==> src/fsbc_pkg.sv <==
// ----------------------------------------------------------------------------
// fsbc_pkg
// Shared types and constants of the fan speed button controller: request and
// response payload structs, command codes and the percent-to-duty mapping.
// ----------------------------------------------------------------------------
package fsbc_pkg;

   // number of fan slots carried on the response
   localparam int unsigned SLOTS = 4;

   // command codes
   localparam logic [1:0] CMD_TICK    = 2'd0;
   localparam logic [1:0] CMD_SET_ONE = 2'd1;
   localparam logic [1:0] CMD_SET_ALL = 2'd2;

   // speed arithmetic
   localparam logic [6:0]  STEP_PCT  = 7'd25;
   localparam logic [6:0]  TOP_PCT   = 7'd100;
   localparam logic [6:0]  INC_LIMIT = 7'd75;
   localparam logic [7:0]  TOP_PCT_8 = 8'd100;

   // debounce counter ceiling
   localparam logic [15:0] TICK_MAX = 16'hFFFF;

   // button bit positions in the level vector
   localparam int unsigned BTN_DEC = 0;
   localparam int unsigned BTN_INC = 1;
   localparam int unsigned BTN_TGL = 2;

   // x/100 as x*5243 >> 19, exact for x up to 255*100
   localparam logic [12:0] RECIP_100  = 13'd5243;
   localparam int unsigned RECIP_SHIFT = 19;

   typedef struct packed {
      logic [1:0] command;
      logic [2:0] fan_index;
      logic [7:0] percent;
      logic       decrease_level;
      logic       increase_level;
      logic       toggle_level;
   } req_payload_type;

   typedef struct packed {
      logic [7:0] duty0;
      logic [7:0] duty1;
      logic [7:0] duty2;
      logic [7:0] duty3;
      logic [6:0] speed0;
      logic [6:0] speed1;
      logic [6:0] speed2;
      logic [6:0] speed3;
      logic       save_request;
   } rsp_payload_type;

   // speed * 255 / 100, speed in 0..100
   function automatic logic [7:0] pct_to_duty(input logic [6:0] spd);
      logic [14:0] scaled;
      logic [27:0] prod;
      scaled = {spd, 8'b0} - 15'(spd);
      prod   = 28'(scaled) * 28'(RECIP_100);
      return prod[RECIP_SHIFT +: 8];
   endfunction

endpackage

==> src/fan_speed_button_controller_unit.sv <==
// ----------------------------------------------------------------------------
// fan_speed_button_controller_unit
// Keeps a speed percent per fan, driven by debounced button ticks and
// set-one / set-all commands, and reports speeds, PWM duties and a save flag.
// ----------------------------------------------------------------------------
//  channel    | ports                            | moves
//  -----------+----------------------------------+-------------------------
//  request    | req_valid, req_stall, req_data   | tick or set command in
//  response   | rsp_valid, rsp_stall, rsp_data   | speeds, duties, save flag
//  csr        | csr_wr_en, csr_wr_data           | debounce interval write
//
//  one request per cycle sustained while the response is not stalled; a request
//  passes the input register, then the response register, the speed update sitting between the two.
//  synchronous active-high reset clears speeds to 0, button history to
//  released, the debounce counter to 0 and the debounce interval to 50.
//  a stalled response holds the input register, which then stalls requests.
// ----------------------------------------------------------------------------
module fan_speed_button_controller_unit
   import fsbc_pkg::*;
#(
   parameter int unsigned NUM_FANS = 4
) (
   input  logic            clock,
   input  logic            reset,
   input  logic            req_valid,
   output logic            req_stall,
   input  req_payload_type req_data,
   output logic            rsp_valid,
   input  logic            rsp_stall,
   output rsp_payload_type rsp_data,
   input  logic            csr_wr_en,
   input  logic [15:0]     csr_wr_data
);

   localparam logic [2:0] NumFansIdx = 3'(NUM_FANS);

   logic            in_valid_ff, in_valid_in;
   req_payload_type in_data_ff;
   logic            out_valid_ff, out_valid_in;
   rsp_payload_type out_data_ff, out_data_in;
   logic [6:0]      speed_ff [SLOTS];
   logic [6:0]      speed_in [SLOTS];
   logic [2:0]      last_lvl_ff, last_lvl_in;
   logic [15:0]     tick_cnt_ff, tick_cnt_in;
   logic [15:0]     debounce_ff, debounce_in;
   logic            advance;
   logic            save;

   // handshake: input register moves on when the response register frees up
   assign advance     = in_valid_ff && (!out_valid_ff || !rsp_stall);
   assign req_stall   = in_valid_ff && !advance;
   assign in_valid_in = req_stall ? in_valid_ff : req_valid;
   assign out_valid_in = advance ? 1'b1 : (out_valid_ff && rsp_stall);
   assign debounce_in = csr_wr_en ? csr_wr_data : debounce_ff;

   // speed and debounce update for the item in the input register
   always_comb begin
      logic [15:0] cnt_inc;
      logic [2:0]  now_lvl;
      logic [2:0]  fell;
      logic [6:0]  stage [SLOTS];
      logic [6:0]  pct;
      logic        any_on;
      speed_in    = speed_ff;
      last_lvl_in = last_lvl_ff;
      tick_cnt_in = tick_cnt_ff;
      save        = 1'b0;
      cnt_inc     = (tick_cnt_ff == TICK_MAX) ? tick_cnt_ff : tick_cnt_ff + 16'd1;
      now_lvl     = {in_data_ff.toggle_level, in_data_ff.increase_level,
                     in_data_ff.decrease_level};
      fell        = last_lvl_ff & ~now_lvl;
      pct         = (in_data_ff.percent > TOP_PCT_8) ? TOP_PCT : in_data_ff.percent[6:0];
      stage       = speed_ff;
      any_on      = 1'b0;
      if (advance) begin
         case (in_data_ff.command)
            CMD_TICK: begin
               if (cnt_inc >= debounce_ff) begin
                  tick_cnt_in = '0;
                  last_lvl_in = now_lvl;
                  for (int i = 0; i < SLOTS; i++) begin
                     if (i < NUM_FANS) begin
                        if (fell[BTN_DEC])
                           stage[i] = (stage[i] >= STEP_PCT) ? stage[i] - STEP_PCT : '0;
                        if (fell[BTN_INC])
                           stage[i] = (stage[i] <= INC_LIMIT) ? stage[i] + STEP_PCT : TOP_PCT;
                        any_on = any_on || (stage[i] != '0);
                     end
                  end
                  for (int i = 0; i < SLOTS; i++) begin
                     if (i < NUM_FANS && fell[BTN_TGL])
                        stage[i] = any_on ? '0 : TOP_PCT;
                  end
                  speed_in = stage;
                  save     = |fell;
               end else begin
                  tick_cnt_in = cnt_inc;
               end
            end
            CMD_SET_ONE: begin
               if (in_data_ff.fan_index < NumFansIdx) begin
                  speed_in[in_data_ff.fan_index[1:0]] = pct;
                  save = 1'b1;
               end
            end
            CMD_SET_ALL: begin
               for (int i = 0; i < SLOTS; i++) begin
                  if (i < NUM_FANS)
                     speed_in[i] = pct;
               end
               save = 1'b1;
            end
            default: begin
               save = 1'b0;
            end
         endcase
      end
   end

   // response payload from the updated speeds
   always_comb begin
      out_data_in.speed0       = speed_in[0];
      out_data_in.speed1       = speed_in[1];
      out_data_in.speed2       = speed_in[2];
      out_data_in.speed3       = speed_in[3];
      out_data_in.duty0        = pct_to_duty(speed_in[0]);
      out_data_in.duty1        = pct_to_duty(speed_in[1]);
      out_data_in.duty2        = pct_to_duty(speed_in[2]);
      out_data_in.duty3        = pct_to_duty(speed_in[3]);
      out_data_in.save_request = save;
   end

   // control and state registers
   always_ff @(posedge clock) begin
      if (reset) begin
         in_valid_ff  <= 1'b0;
         out_valid_ff <= 1'b0;
         last_lvl_ff  <= 3'b111;
         tick_cnt_ff  <= '0;
         debounce_ff  <= 16'd50;
         for (int i = 0; i < SLOTS; i++)
            speed_ff[i] <= '0;
      end else begin
         in_valid_ff  <= in_valid_in;
         out_valid_ff <= out_valid_in;
         last_lvl_ff  <= last_lvl_in;
         tick_cnt_ff  <= tick_cnt_in;
         debounce_ff  <= debounce_in;
         speed_ff     <= speed_in;
      end
   end

   // payload registers
   always_ff @(posedge clock) begin
      if (!req_stall)
         in_data_ff <= req_data;
      if (advance)
         out_data_ff <= out_data_in;
   end

   assign rsp_valid = out_valid_ff;
   assign rsp_data  = out_data_ff;

endmodule

==> config.mk <==
export PLATFORM = sky130hd
export DESIGN_NAME = fan_speed_button_controller_unit
export DESIGN_NICKNAME = d
export VERILOG_FILES = /design/src/fsbc_pkg.sv /design/src/fan_speed_button_controller_unit.sv
export SDC_FILE = /design/constraint.sdc
export NUM_CORES = 1
export LEC_CHECK = 0
export ABC_AREA = 1
export ABC_CLOCK_PERIOD_IN_PS = 14800
export BUFFER_PORTS_ARGS = -buffer_cell sky130_fd_sc_hd__buf_2
export CAP_MARGIN = 25
export CORE_MARGIN = 4
export CORE_UTILIZATION = 45
export CTS_CLUSTER_SIZE = 16
export DETAILED_ROUTE_END_ITERATION = 12
export MAX_ROUTING_LAYER = met4
export PLACE_DENSITY = 0.69
export SYNTH_ARGS = -nofsm -noshare
export SYNTH_HDL_FRONTEND = slang
export SYNTH_SLANG_ARGS = --single-unit
==> constraint.sdc <==
create_clock -name clock -period 14.8 [get_ports clock]
set_input_delay 0.74 -clock clock [delete_from_list [all_inputs] [get_ports clock]]
set_output_delay 0.74 -clock clock [all_outputs]
set_load 0.02 [all_outputs]
==> impl_metrics.yaml <==
floorplanning:
  coreArea_um2: 52660
  die_area_um2: 57030
  die_height_um: 238.8
  die_x_um: 238.8
  num_rows: 84
  start_util: 0.4552
  ioPinCount: 100
placement:
  place_area_um2: 25170
  io_buffer_count: 99
  gp_congestion: 0.9448
  pre_cts_slack_ps: 4182
  dp_hpwl_mm: 45.01
clock_tree:
  cts_setup_buffers: 0
  cts_tree: "done"
  clockBufferDepth: 2
  insertion_delay_ps: 480
  numCtsBuffers: 17
  cts-htree-levels: 4
  tritoncts_num_sinks: 142
  postCtsResizedCells: 0
  hold_buffers: 0
  cts_root_buffer: "clkbuf_16"
  path_clk_slew_ps: 70
cells_and_area:
  nets: 3786
  seqCellArea_um2: 3613
  area_delta_synth_final_pct: 7.501
  final_cell_mix: "808 x inv_1, 441 x nand2_1, 426 x ha_1"
  multiInputGateArea_um2: 17040
  mostFrequentLayoutCell: "inv_1"
  stdcell_area_um2: 25770
  nFillCells: 5059
  drive_gt1_frac: 0.06780
synth:
  ys.flop_type: "edfxtp_1"
  synthArstFlopShare: 0
  syn-cell-area_um2: 23970
  synth.distinct_cells: 55
  synth_edf_count: 77
  synth_nets: 3698
  ys_seq_elements: 142
  synth-warning-count: 0
  synth.avg_cell_area_um2: 8.079
  synth_cells: 2967
  ys_seq_area_frac: 0.1507
route:
  drt_pre_antenna_iters: 6
  vias_per_cell: 4.944
  drtIter0Drc: 1239
  wl_per_cell_um: 14.39
  wirelength_mm: 54.17
  drc: 0
  drtAntennaViolNets: 0
  num_vias: 18620
timing:
  period_share: 0.7287
  rsz0062_at_grt: "false"
  holdWs_ps: 443.8
  setup_tns_ps: 0
  setup_slack_ps: 4015
  worstMarginPinSlew_ps: 965.3
  drv_slew: 0
  hold_viol: 0
  skew_ps: 19.75
  min_period_ps: 10780
  fmax_mhz: 92.72
  setup_viol: 0
  relSlewSlack: 0.3565
global_routing:
  grtUsageTotal: 0.2009
  overflow: 0
  antenna_found_initial: 9
  grt_pass1_vias: 18160
  use_met3: 0.03830
  top_usage_layer: "met2"
  use_met2: 0.3123
  grt_pass1_wl_mm: 90.33
  grt_max_degree: 62
  grt_use_met1: 0.2749
setup_path:
  crit_family: "adder cells"
  cp_max_fo: 46
  slowest_stage: "fa_1"
  endpoint_kind: "flop"
  worst-endpoint-required_ps: 15110
  critPathKind: "reg -> reg"
  path_buf_inv: 12
  critPathLaunchType: "flop"
  cp_common_cell: "inv_1"
  cp.arrival_ps: 11090
  critPathMaxStageDelay_ps: 590
outcome:
  run_status: "complete, no violations"
run:
  maxCapViolCount: 0
worst_hold_path:
  min_path_type: "in -> reg"
==> stage by stage <==
| stage | std cells | utilization |
|---|---|---|
| 2_1_floorplan | 2967 | - |
| 3_3_place_gp | 3723 | 0.4780 |
| 3_5_place_dp | 3723 | 0.4780 |
| 4_1_cts | 3755 | 0.4888 |
| 5_1_grt | 3765 | 0.4894 |
| 6_report | 3765 | 0.4894 |
==> worst reg2reg max path, delay by kind of cell (launching register included) <==
kind                     cells  cell delay, ps
adder cells (fa/ha/maj)      8            3250
AND/OR/NAND/NOR             19            2520
AO/OA/AOI/OAI                9            2290
buffers and inverters       12            1770
flip-flops                   1             390
XOR/XNOR                     2             360
==> area by class of cell <==
class / instances / share of cell area
clock inverter: 10 / 0.002719
tap: 688 / 0.03341
clock buffer: 22 / 0.01933
timing repair buffer: 106 / 0.02127
antenna: 9 / 0.0008740
multi-input combinational: 1959 / 0.6613
sequential: 142 / 0.1402
inverter: 829 / 0.1209
==> synthesized netlist by cell type, types with 14 or more instances <==
cell type	instances	area, um^2
o211ai_1	19	142.6
nand2_2	17	106.4
ha_1	426	5330
a21oi_1	161	805.8
dfxtp_1	65	1301
nor2_1	159	596.8
fa_1	268	5365
nand2_1	441	1655
xor2_1	51	446.7
inv_1	809	3037
nand4_1	32	200.2
edfxtp_1	77	2312
clkbuf_1	20	75.07
nand3_1	124	620.6
o21ai_0	100	500.5
xnor2_1	29	254.0
nor3_1	14	70.07
==> flip-flops by register name (all words and copies together), names as in the netlist <==
register	cells
tick_cnt_ff	16
in_data_ff	16
in_valid_ff	1
last_lvl_ff	3
rsp_data	61
speed_ff	28
debounce_ff	16
rsp_valid	1
==> worst paths after layout <==
kind	endpoint	start	cells after the start	slack, ps
min	in_data_ff[4]	req_data[4]	1	440
min reg2reg	debounce_ff[8]	debounce_ff[8]	2	470
max	rsp_data[51]	tick_cnt_ff[1]	50	4020
max reg2reg	rsp_data[51]	tick_cnt_ff[1]	50	4020
==> per-layer routing <==
layer / share of wire / vias up
met5: 0 / -
met4: 0.014 / 0
met3: 0.058 / 53
met2: 0.45 / 415
met1: 0.48 / 8692
li1: - / 9456
==> cells by family (layout without fill, tap and decap cells) <==
kind of cell,Yosys count,in the layout,share of synthesized area
and+or+nand+nor,826,826,0.1497
xor gates and xnor gates,80,80,0.02923
DFF,142,142,0.1507
buffers and inverters,866,967,0.1386
adders and majority gates,694,694,0.4462
other,0,9,0
AOI/OAI and AO/OA,359,359,0.08555
Power is not shown: default switching activity piles up to over one toggle a cycle in this logic, so the estimate is an artifact.
